==> src/rtl/sgrht_pkg.sv <==
`default_nettype none

package sgrht_pkg;

	// Default coordinate width and the fixed width of the size fields.
	localparam int COORD_BITS_DEF = 16;
	localparam int SIZE_BITS      = 15;

	// Width that holds any rectangle edge: origin plus size, with carry and sign.
	function automatic int edge_bits(input int cb);
		return (cb + 1 > SIZE_BITS + 2) ? cb + 1 : SIZE_BITS + 2;
	endfunction

	// Sign of an orientation value; both bits low means zero.
	typedef struct packed {
		logic pos;
		logic neg;
	} sgn_t;

	// Orientation of each rectangle corner against the segment line.
	typedef struct packed {
		sgn_t lb;
		sgn_t rb;
		sgn_t lt;
		sgn_t rt;
	} corner_sgn_t;

	// One endpoint compared against the four rectangle bounds.
	typedef struct packed {
		logic xl_lt;
		logic xl_gt;
		logic xr_lt;
		logic xr_gt;
		logic yb_lt;
		logic yb_gt;
		logic yt_lt;
		logic yt_gt;
	} pt_cmp_t;

	function automatic logic sgn_zero(input sgn_t s);
		return !s.pos && !s.neg;
	endfunction

	// Standard segment meeting test from four orientation signs and the
	// four collinear bounding-box checks.
	function automatic logic segs_meet(input sgn_t o1, input sgn_t o2,
			input sgn_t o3, input sgn_t o4, input logic b1, input logic b2,
			input logic b3, input logic b4);
		return ((o1 != o2) && (o3 != o4)) ||
			(sgn_zero(o1) && b1) || (sgn_zero(o2) && b2) ||
			(sgn_zero(o3) && b3) || (sgn_zero(o4) && b4);
	endfunction

endpackage

`default_nettype wire

==> src/rtl/sgrht_prep.sv <==
`default_nettype none

module sgrht_prep
	import sgrht_pkg::*;
#(
	parameter int COORD_BITS = COORD_BITS_DEF
) (
	input  wire logic                         clk,
	input  wire logic                         arst_n,
	input  wire logic                         start,
	input  wire logic signed [COORD_BITS-1:0] rect_left,
	input  wire logic signed [COORD_BITS-1:0] rect_bottom,
	input  wire logic        [SIZE_BITS-1:0]  rect_width,
	input  wire logic        [SIZE_BITS-1:0]  rect_height,
	input  wire logic signed [COORD_BITS-1:0] seg_start_x,
	input  wire logic signed [COORD_BITS-1:0] seg_start_y,
	input  wire logic signed [COORD_BITS-1:0] seg_end_x,
	input  wire logic signed [COORD_BITS-1:0] seg_end_y,
	output logic                              valid_s1,
	output logic signed [edge_bits(COORD_BITS)-1:0] l_s1,
	output logic signed [edge_bits(COORD_BITS)-1:0] r_s1,
	output logic signed [edge_bits(COORD_BITS)-1:0] b_s1,
	output logic signed [edge_bits(COORD_BITS)-1:0] t_s1,
	output logic signed [COORD_BITS-1:0]      s0x_s1,
	output logic signed [COORD_BITS-1:0]      s0y_s1,
	output logic signed [COORD_BITS-1:0]      s1x_s1,
	output logic signed [COORD_BITS-1:0]      s1y_s1,
	output logic signed [COORD_BITS:0]        dx_s1,
	output logic signed [COORD_BITS:0]        dy_s1,
	output logic signed [edge_bits(COORD_BITS):0] dlx_s1,
	output logic signed [edge_bits(COORD_BITS):0] drx_s1,
	output logic signed [edge_bits(COORD_BITS):0] dby_s1,
	output logic signed [edge_bits(COORD_BITS):0] dty_s1,
	output logic                              wz_s1,
	output logic                              hz_s1
);

	localparam int EW = edge_bits(COORD_BITS);
	localparam int CW = COORD_BITS + 1;
	localparam int DW = EW + 1;

	logic signed [EW-1:0] l_c, r_c, b_c, t_c;

	always_comb begin
		l_c = EW'(rect_left);
		b_c = EW'(rect_bottom);
		r_c = l_c + EW'($signed({1'b0, rect_width}));
		t_c = b_c + EW'($signed({1'b0, rect_height}));
	end

	always_ff @(posedge clk or negedge arst_n) begin
		if (!arst_n) begin
			valid_s1 <= 1'b0;
		end else begin
			valid_s1 <= start;
		end
	end

	always_ff @(posedge clk) begin
		l_s1   <= l_c;
		r_s1   <= r_c;
		b_s1   <= b_c;
		t_s1   <= t_c;
		s0x_s1 <= seg_start_x;
		s0y_s1 <= seg_start_y;
		s1x_s1 <= seg_end_x;
		s1y_s1 <= seg_end_y;
		dx_s1  <= CW'(seg_end_x) - CW'(seg_start_x);
		dy_s1  <= CW'(seg_end_y) - CW'(seg_start_y);
		dlx_s1 <= DW'(l_c) - DW'(seg_end_x);
		drx_s1 <= DW'(r_c) - DW'(seg_end_x);
		dby_s1 <= DW'(b_c) - DW'(seg_end_y);
		dty_s1 <= DW'(t_c) - DW'(seg_end_y);
		wz_s1  <= (rect_width == '0);
		hz_s1  <= (rect_height == '0);
	end

endmodule

`default_nettype wire

==> src/rtl/sgrht_orient.sv <==
`default_nettype none

module sgrht_orient
	import sgrht_pkg::*;
#(
	parameter int COORD_BITS = COORD_BITS_DEF
) (
	input  wire logic                             clk,
	input  wire logic signed [COORD_BITS:0]       dx_s1,
	input  wire logic signed [COORD_BITS:0]       dy_s1,
	input  wire logic signed [edge_bits(COORD_BITS):0] dlx_s1,
	input  wire logic signed [edge_bits(COORD_BITS):0] drx_s1,
	input  wire logic signed [edge_bits(COORD_BITS):0] dby_s1,
	input  wire logic signed [edge_bits(COORD_BITS):0] dty_s1,
	output corner_sgn_t                           csgn_s3
);

	localparam int PW = COORD_BITS + 1 + edge_bits(COORD_BITS) + 1;

	// The x term depends only on the corner's x and the y term only on its
	// y, so four products cover all four corners.
	logic signed [PW-1:0] pl_s2, pr_s2, qb_s2, qt_s2;

	always_ff @(posedge clk) begin
		pl_s2 <= PW'(dy_s1) * PW'(dlx_s1);
		pr_s2 <= PW'(dy_s1) * PW'(drx_s1);
		qb_s2 <= PW'(dx_s1) * PW'(dby_s1);
		qt_s2 <= PW'(dx_s1) * PW'(dty_s1);
	end

	always_ff @(posedge clk) begin
		csgn_s3.lb.pos <= pl_s2 > qb_s2;
		csgn_s3.lb.neg <= pl_s2 < qb_s2;
		csgn_s3.rb.pos <= pr_s2 > qb_s2;
		csgn_s3.rb.neg <= pr_s2 < qb_s2;
		csgn_s3.lt.pos <= pl_s2 > qt_s2;
		csgn_s3.lt.neg <= pl_s2 < qt_s2;
		csgn_s3.rt.pos <= pr_s2 > qt_s2;
		csgn_s3.rt.neg <= pr_s2 < qt_s2;
	end

endmodule

`default_nettype wire

==> src/rtl/sgrht_decide.sv <==
`default_nettype none

module sgrht_decide
	import sgrht_pkg::*;
#(
	parameter int COORD_BITS = COORD_BITS_DEF
) (
	input  wire logic                         clk,
	input  wire logic                         arst_n,
	input  wire logic                         valid_s1,
	input  wire logic signed [edge_bits(COORD_BITS)-1:0] l_s1,
	input  wire logic signed [edge_bits(COORD_BITS)-1:0] r_s1,
	input  wire logic signed [edge_bits(COORD_BITS)-1:0] b_s1,
	input  wire logic signed [edge_bits(COORD_BITS)-1:0] t_s1,
	input  wire logic signed [COORD_BITS-1:0] s0x_s1,
	input  wire logic signed [COORD_BITS-1:0] s0y_s1,
	input  wire logic signed [COORD_BITS-1:0] s1x_s1,
	input  wire logic signed [COORD_BITS-1:0] s1y_s1,
	input  wire logic                         wz_s1,
	input  wire logic                         hz_s1,
	input  wire corner_sgn_t                  csgn_s3,
	output logic                              done,
	output logic                              hit
);

	localparam int EW = edge_bits(COORD_BITS);

	logic    valid_s2, valid_s3;
	pt_cmp_t p0_s2, p1_s2, p0_s3, p1_s3;
	logic    wz_s2, hz_s2, wz_s3, hz_s3;
	pt_cmp_t p0_c, p1_c;
	logic    hit_c;

	always_comb begin
		p0_c.xl_lt = EW'(s0x_s1) < l_s1;
		p0_c.xl_gt = EW'(s0x_s1) > l_s1;
		p0_c.xr_lt = EW'(s0x_s1) < r_s1;
		p0_c.xr_gt = EW'(s0x_s1) > r_s1;
		p0_c.yb_lt = EW'(s0y_s1) < b_s1;
		p0_c.yb_gt = EW'(s0y_s1) > b_s1;
		p0_c.yt_lt = EW'(s0y_s1) < t_s1;
		p0_c.yt_gt = EW'(s0y_s1) > t_s1;
		p1_c.xl_lt = EW'(s1x_s1) < l_s1;
		p1_c.xl_gt = EW'(s1x_s1) > l_s1;
		p1_c.xr_lt = EW'(s1x_s1) < r_s1;
		p1_c.xr_gt = EW'(s1x_s1) > r_s1;
		p1_c.yb_lt = EW'(s1y_s1) < b_s1;
		p1_c.yb_gt = EW'(s1y_s1) > b_s1;
		p1_c.yt_lt = EW'(s1y_s1) < t_s1;
		p1_c.yt_gt = EW'(s1y_s1) > t_s1;
	end

	always_ff @(posedge clk) begin
		p0_s2 <= p0_c;
		p1_s2 <= p1_c;
		wz_s2 <= wz_s1;
		hz_s2 <= hz_s1;
		p0_s3 <= p0_s2;
		p1_s3 <= p1_s2;
		wz_s3 <= wz_s2;
		hz_s3 <= hz_s2;
	end

	// Edge-side orientations of each endpoint, box checks, and the final OR.
	always_comb begin
		sgn_t ob0, ob1, or0, or1, ot0, ot1, ol0, ol1;
		logic in0, in1;
		logic eb0, eb1, er0, er1, et0, et1, el0, el1;
		logic cx_l, cx_r, cy_b, cy_t;
		logic c_lb, c_rb, c_lt, c_rt;

		// Horizontal edges run left to right, vertical edges bottom to top.
		ob0.pos = !wz_s3 && p0_s3.yb_lt;
		ob0.neg = !wz_s3 && p0_s3.yb_gt;
		ob1.pos = !wz_s3 && p1_s3.yb_lt;
		ob1.neg = !wz_s3 && p1_s3.yb_gt;
		ot0.pos = !wz_s3 && p0_s3.yt_lt;
		ot0.neg = !wz_s3 && p0_s3.yt_gt;
		ot1.pos = !wz_s3 && p1_s3.yt_lt;
		ot1.neg = !wz_s3 && p1_s3.yt_gt;
		or0.pos = !hz_s3 && p0_s3.xr_gt;
		or0.neg = !hz_s3 && p0_s3.xr_lt;
		or1.pos = !hz_s3 && p1_s3.xr_gt;
		or1.neg = !hz_s3 && p1_s3.xr_lt;
		ol0.pos = !hz_s3 && p0_s3.xl_gt;
		ol0.neg = !hz_s3 && p0_s3.xl_lt;
		ol1.pos = !hz_s3 && p1_s3.xl_gt;
		ol1.neg = !hz_s3 && p1_s3.xl_lt;

		in0 = !p0_s3.xl_lt && !p0_s3.xr_gt && !p0_s3.yb_lt && !p0_s3.yt_gt;
		in1 = !p1_s3.xl_lt && !p1_s3.xr_gt && !p1_s3.yb_lt && !p1_s3.yt_gt;

		// Endpoint within the bounding box of each edge.
		eb0 = !p0_s3.xl_lt && !p0_s3.xr_gt && !p0_s3.yb_lt && !p0_s3.yb_gt;
		eb1 = !p1_s3.xl_lt && !p1_s3.xr_gt && !p1_s3.yb_lt && !p1_s3.yb_gt;
		et0 = !p0_s3.xl_lt && !p0_s3.xr_gt && !p0_s3.yt_lt && !p0_s3.yt_gt;
		et1 = !p1_s3.xl_lt && !p1_s3.xr_gt && !p1_s3.yt_lt && !p1_s3.yt_gt;
		er0 = !p0_s3.xr_lt && !p0_s3.xr_gt && !p0_s3.yb_lt && !p0_s3.yt_gt;
		er1 = !p1_s3.xr_lt && !p1_s3.xr_gt && !p1_s3.yb_lt && !p1_s3.yt_gt;
		el0 = !p0_s3.xl_lt && !p0_s3.xl_gt && !p0_s3.yb_lt && !p0_s3.yt_gt;
		el1 = !p1_s3.xl_lt && !p1_s3.xl_gt && !p1_s3.yb_lt && !p1_s3.yt_gt;

		// Corner coordinates within the bounding box of the segment.
		cx_l = (!p0_s3.xl_lt || !p1_s3.xl_lt) && (!p0_s3.xl_gt || !p1_s3.xl_gt);
		cx_r = (!p0_s3.xr_lt || !p1_s3.xr_lt) && (!p0_s3.xr_gt || !p1_s3.xr_gt);
		cy_b = (!p0_s3.yb_lt || !p1_s3.yb_lt) && (!p0_s3.yb_gt || !p1_s3.yb_gt);
		cy_t = (!p0_s3.yt_lt || !p1_s3.yt_lt) && (!p0_s3.yt_gt || !p1_s3.yt_gt);
		c_lb = cx_l && cy_b;
		c_rb = cx_r && cy_b;
		c_lt = cx_l && cy_t;
		c_rt = cx_r && cy_t;

		hit_c = in0 || in1 ||
			segs_meet(ob0, ob1, csgn_s3.lb, csgn_s3.rb, eb0, eb1, c_lb, c_rb) ||
			segs_meet(or0, or1, csgn_s3.rb, csgn_s3.rt, er0, er1, c_rb, c_rt) ||
			segs_meet(ot0, ot1, csgn_s3.lt, csgn_s3.rt, et0, et1, c_lt, c_rt) ||
			segs_meet(ol0, ol1, csgn_s3.lb, csgn_s3.lt, el0, el1, c_lb, c_lt);
	end

	always_ff @(posedge clk or negedge arst_n) begin
		if (!arst_n) begin
			valid_s2 <= 1'b0;
			valid_s3 <= 1'b0;
			done     <= 1'b0;
		end else begin
			valid_s2 <= valid_s1;
			valid_s3 <= valid_s2;
			done     <= valid_s3;
		end
	end

	always_ff @(posedge clk) begin
		hit <= hit_c;
	end

endmodule

`default_nettype wire

==> src/rtl/segment_rectangle_hit_test_core.sv <==
`default_nettype none

// Segment versus axis-aligned rectangle hit test.
//
// A word is presented on the rectangle and segment ports with start high;
// it is taken at every rising edge where start is high and busy is low.
// Busy is always low: a new word may be issued in every cycle, so the
// sustained rate is one test per clock.
// The answer appears on hit with done high for exactly one cycle,
// and answers leave in the order in which the words were taken.
// The pipeline has four stages: edge and difference formation, four
// signed products of the orientation terms (the deepest path, one
// multiplier each) beside the endpoint bound compares, product
// comparison, and the final OR of edge tests and endpoint-inside checks.
// The receiver has no way to hold results off, so there is no stall path
// and nothing in flight ever waits.
// An asynchronous reset on arst_n clears the stage valid bits, so no done
// pulse follows reset until new words are issued; data registers are not
// reset. Coordinates are COORD_BITS wide two's complement; the right and
// top edges are formed at full precision and never wrap.
module segment_rectangle_hit_test_core
	import sgrht_pkg::*;
#(
	parameter int COORD_BITS = COORD_BITS_DEF
) (
	input  wire logic                         clk,
	input  wire logic                         arst_n,
	input  wire logic                         start,
	output logic                              busy,
	input  wire logic signed [COORD_BITS-1:0] rect_left,
	input  wire logic signed [COORD_BITS-1:0] rect_bottom,
	input  wire logic        [SIZE_BITS-1:0]  rect_width,
	input  wire logic        [SIZE_BITS-1:0]  rect_height,
	input  wire logic signed [COORD_BITS-1:0] seg_start_x,
	input  wire logic signed [COORD_BITS-1:0] seg_start_y,
	input  wire logic signed [COORD_BITS-1:0] seg_end_x,
	input  wire logic signed [COORD_BITS-1:0] seg_end_y,
	output logic                              done,
	output logic                              hit
);

	localparam int EW = edge_bits(COORD_BITS);

	logic                        valid_s1;
	logic signed [EW-1:0]        l_s1, r_s1, b_s1, t_s1;
	logic signed [COORD_BITS-1:0] s0x_s1, s0y_s1, s1x_s1, s1y_s1;
	logic signed [COORD_BITS:0]  dx_s1, dy_s1;
	logic signed [EW:0]          dlx_s1, drx_s1, dby_s1, dty_s1;
	logic                        wz_s1, hz_s1;
	corner_sgn_t                 csgn_s3;

	// Every stage advances each cycle, so the input side never waits.
	assign busy = 1'b0;

	sgrht_prep #(
		.COORD_BITS(COORD_BITS)
	) u_prep (
		.clk         (clk),
		.arst_n      (arst_n),
		.start       (start),
		.rect_left   (rect_left),
		.rect_bottom (rect_bottom),
		.rect_width  (rect_width),
		.rect_height (rect_height),
		.seg_start_x (seg_start_x),
		.seg_start_y (seg_start_y),
		.seg_end_x   (seg_end_x),
		.seg_end_y   (seg_end_y),
		.valid_s1    (valid_s1),
		.l_s1        (l_s1),
		.r_s1        (r_s1),
		.b_s1        (b_s1),
		.t_s1        (t_s1),
		.s0x_s1      (s0x_s1),
		.s0y_s1      (s0y_s1),
		.s1x_s1      (s1x_s1),
		.s1y_s1      (s1y_s1),
		.dx_s1       (dx_s1),
		.dy_s1       (dy_s1),
		.dlx_s1      (dlx_s1),
		.drx_s1      (drx_s1),
		.dby_s1      (dby_s1),
		.dty_s1      (dty_s1),
		.wz_s1       (wz_s1),
		.hz_s1       (hz_s1)
	);

	sgrht_orient #(
		.COORD_BITS(COORD_BITS)
	) u_orient (
		.clk     (clk),
		.dx_s1   (dx_s1),
		.dy_s1   (dy_s1),
		.dlx_s1  (dlx_s1),
		.drx_s1  (drx_s1),
		.dby_s1  (dby_s1),
		.dty_s1  (dty_s1),
		.csgn_s3 (csgn_s3)
	);

	sgrht_decide #(
		.COORD_BITS(COORD_BITS)
	) u_decide (
		.clk      (clk),
		.arst_n   (arst_n),
		.valid_s1 (valid_s1),
		.l_s1     (l_s1),
		.r_s1     (r_s1),
		.b_s1     (b_s1),
		.t_s1     (t_s1),
		.s0x_s1   (s0x_s1),
		.s0y_s1   (s0y_s1),
		.s1x_s1   (s1x_s1),
		.s1y_s1   (s1y_s1),
		.wz_s1    (wz_s1),
		.hz_s1    (hz_s1),
		.csgn_s3  (csgn_s3),
		.done     (done),
		.hit      (hit)
	);

endmodule

`default_nettype wire
==> config.mk <==
export PLATFORM = sky130hd
export DESIGN_NAME = segment_rectangle_hit_test_core
export DESIGN_NICKNAME = d
export VERILOG_FILES = /design/src/rtl/sgrht_pkg.sv /design/src/rtl/sgrht_prep.sv /design/src/rtl/sgrht_orient.sv /design/src/rtl/sgrht_decide.sv /design/src/rtl/segment_rectangle_hit_test_core.sv
export SDC_FILE = /design/constraint.sdc
export NUM_CORES = 2
export LEC_CHECK = 0
export BUFFER_PORTS_ARGS = -buffer_cell sky130_fd_sc_hd__buf_2
export CORE_ASPECT_RATIO = 1.1
export CORE_UTILIZATION = 50
export CTS_BUF_LIST = sky130_fd_sc_hd__clkbuf_8
export CTS_CLUSTER_SIZE = 28
export DETAILED_ROUTE_END_ITERATION = 8
export PLACE_DENSITY_LB_ADDON = 0.08
export REMOVE_ABC_BUFFERS = 1
export SLEW_MARGIN = 20
export SYNTH_ARGS = -nofsm -noshare
export SYNTH_HDL_FRONTEND = slang
export SYNTH_SLANG_ARGS = --single-unit
==> constraint.sdc <==
create_clock -name clk -period 7.25 [get_ports clk]
set_input_delay 1.0875 -clock clk [delete_from_list [all_inputs] [get_ports clk]]
set_output_delay 1.0875 -clock clk [all_outputs]
set_load 0.05 [all_outputs]
==> impl_metrics.csv <==
group,metric,value,unit
status,status,"finished, final reports clean",
place,globalplace.congestion,0.879,
die,row_count,138,
routing,drc,0,
timing,fmax,144,MHz
grt,first_global_vias,49700,
synthesis,ys_async_sr_fraction,0.00946,
grt,grt_pass1_wl,276,mm
die,initial_utilization,0.505,
synthesis,synthCells,6920,
synthesis,synth_flop_cell,"dfxtp_1",
finish,final_layout_size_suffix_gt1_frac,0.0583,
cts,cts_tree,"built",
critical_path,crit_path_max_incr_delay,0.75,ns
timing,setup_tns,0,ns
cts,clk_pin_slew,0.06,ns
synthesis,synth_top_area_share,0.376,
critical_path,crit_top_cell,"fa_1",
synthesis,synth_seq_area_share,0.130,
place,hpwlAfterDp,145,mm
timing,finalSetupViolations,0,
run,drv_cap,0,
critical_path,r2r-end,"u_orient.qt_s2[34]",
die,die_width,346,µm
critical_path,r2r_slack,0.30,ns
timing,max_slew_margin,0.177,
critical_path,critPathArrivalTime,7.56,ns
timing,fin_crit_sh,0.959,
synthesis,syn_area,65100,µm²
routing,drtPass1Iterations,5,
critical_path,critPathKind,"reg -> reg",
timing,rsz0062_at_grt,"false",
timing,worst_slew_pin_slew,1.22,ns
synthesis,synth-xor-area-share,0.0335,
critical_path,path_depth,21,
finish,nets,9160,
finish,area_growth,7.61,%
critical_path,crit_path_cell_trace,"buf_4 > nand2_1 > fa_1 > fa_1 > fa_1 > fa_1 > inv_1 > fa_1 > inv_1 > fa_1 > inv_1 > ha_1 > a21o_1 > a21oi_1 > o21ai_0 > a221o_1 > a22o_1 > o41a_1 > o221ai_4 > nand4b_1 > o311a_1",
die,die_area,132000,µm²
timing,hold_violations,0,
cts,cts_buffers,81,
synthesis,synth_top_family_by_area,"adder cells",
routing,vias,46800,
synthesis,synth_edf_count,0,
die,die_h,380,µm
finish,fillers,11900,
die,coreArea,129000,µm²
routing,wl,171,mm
synthesis,synth.area.mux_share,0.000654,
synthesis,yosys.area.top_type,"fa_1",
place,place_area,68200,µm²
grt,grt_max_degree,36,
grt,grt_usage,0.271,
timing,maxSlewViolCount,0,
timing,fin_ws,0.299,ns
die,num_io_pins,132,
synthesis,yosys.area_share.simple,0.144,
routing,wl_per_cell,19.4,µm
place,pre_cts_ws,0.335,ns
synthesis,synth_compound_area_frac,0.0764,
cts,post_cts_buffers,0,
timing,worst_hold_slack,0.153,ns
critical_path,end_kind,"flip-flop",
routing,ant_nets,0,
hold_path,hold_class,"in -> async",
cts,clkSinkCount,423,
cts,cts_root_buffer,"clkbuf_8",
critical_path,startpoint_type,"flip-flop",
cts,cts_buffer_depth,3,
critical_path,r2r.worst_path.cells,21,
synthesis,synth-adder-area-share,0.519,
routing,viasPerCell,5.31,
routing,drt_iter0_drc,2731,
synthesis,yosysWarningCount,0,
critical_path,path_buf_inv,4,
critical_path,cpMaxStageDelayCell,"dfxtp_1",
cts,clkLatencyLatePin,0.77,ns
critical_path,path_max_fanout,18,
synthesis,synth_area_leaders,"fa_1 38%, ha_1 14%, dfxtp_1 13%",
grt,antenna_found_initial,11,
synthesis,ys_types,74,
timing,finalWorstPathRequiredPeriod,6.95,ns
cts,htreeDepth,3,
critical_path,cp_data_required_time,7.86,ns
synthesis,synth-seq-cells,423,
timing,clock_skew,0.0576,ns
critical_path,crit_family,"adder cells",
place,portBuffers,130,
critical_path,r2r-start,"u_prep.dx_s1[4]",
synthesis,synth.avg_cell_area,9.41,µm²
finish,stdcell_area,70000,µm²
grt,grt.overflow.total,0,
synth_stat cells (20+ instances only):
| cell type | instances |
|---|---|
| inv_1 | 1490 |
| fa_1 | 1222 |
| ha_1 | 743 |
| nand2_1 | 627 |
| and2_1 | 607 |
| dfxtp_1 | 419 |
| a21oi_1 | 214 |
| nor2_1 | 207 |
| xnor2_1 | 190 |
| clkbuf_1 | 183 |
| o21ai_0 | 134 |
| a21o_1 | 114 |
| o21a_1 | 80 |
| nor3_1 | 63 |
| xor2_1 | 59 |
| nor2b_1 | 57 |
| nand4_1 | 56 |
| nand3_1 | 54 |
| nand2b_1 | 48 |
| a211oi_1 | 29 |
| and3_1 | 28 |
| nor4_1 | 24 |
| o21bai_1 | 23 |
| or3_1 | 21 |
| a31oi_1 | 20 |
how the worst max path moves through the flow:
stage | from | endpoint | slack [ns]
detailed placement | u_prep.dy_s1[5] | u_orient.pr_s2[31] | 0.33
global placement | u_prep.dx_s1[4] | u_orient.qt_s2[34] | 0.40
CTS | u_prep.dy_s1[5] | u_orient.pr_s2[31] | 0.28
floorplan | u_prep.dy_s1[8] | u_orient.pr_s2[31] | 0.87
global route | u_prep.dx_s1[4] | u_orient.qt_s2[34] | 0.03
finish | u_prep.dx_s1[4] | u_orient.qt_s2[34] | 0.30
cells in the final DEF (no fill, tap or decap), types with 16 or more instances in the layout:
cell,count
nand2b_1,48
nor4_1,24
xor2_1,59
nand3_1,54
o211ai_1,16
clkbuf_8,94
a31oi_1,20
o21ai_0,134
clkinv_2,23
and2_1,607
nor2_1,207
buf_4,106
buf_2,130
a21oi_1,214
o21bai_1,23
nand2_1,627
o21a_1,80
nor2b_1,57
fa_1,1222
inv_1,1502
dfxtp_1,416
or3_1,21
xnor2_1,190
ha_1,743
a21o_1,114
nand4_1,56
nor3_1,63
a211oi_1,29
and3_1,28
state kept, by name, indices dropped and copies added (netlist names), 17 cells and up:
signal and cells:
u_orient.qb_s2 34, u_prep.t_s1 17, u_prep.drx_s1 18, u_prep.dy_s1 17
u_prep.dlx_s1 17, u_orient.pl_s2 34, u_orient.pr_s2 35, u_prep.dx_s1 17
u_prep.r_s1 17, u_orient.qt_s2 35, u_prep.dby_s1 17, u_prep.dty_s1 18
metal layers:
layer	up-vias	track usage	wire, µm
li1	21700	-	-
met1	23800	0.362	74600
met2	1083	0.463	83600
met3	231	0.0258	7230
met4	4	0.0847	5510
met5	-	0	23
per-stage QoR:
stage,std cells,util
CTS,8811,0.543
global route,8813,0.543
floorplan,6732,-
global placement,8663,0.529
detailed placement,8663,0.529
finish,8816,0.543
cell families (layout without fill, tap and decap cells):
logic type      after synthesis  count (layout)
compound gates              760             760
mux                           4               4
xor+xnor                    249             249
flops                       423             423
buf+inv                    1678            1889
simple gates               1840            1840
other cells                   1               6
fa+ha+maj                  1965            1965
final cells by class:
type	instances	area, µm²	area share
timing repair buffer	251	1750	0.0249
tap	1680	2100	0.0300
clock inverter	54	505	0.00722
inverter	1490	5590	0.0798
antenna	5	12.5	0.000179
multi-input combinational	4819	50300	0.718
sequential	423	8490	0.121
clock buffer	94	1290	0.0185
what timing repair did:
item | in CTS | in global routing
hold buffers | 0 | 0
endpoints found under the hold margin | 0 | 0
gates resized for setup | 0 | 3
endpoints found under the setup margin | 0 | 4
Power is left out: the tool's default activity adds up to more than one toggle a clock period on the data nets, which glitch-free logic cannot reach.
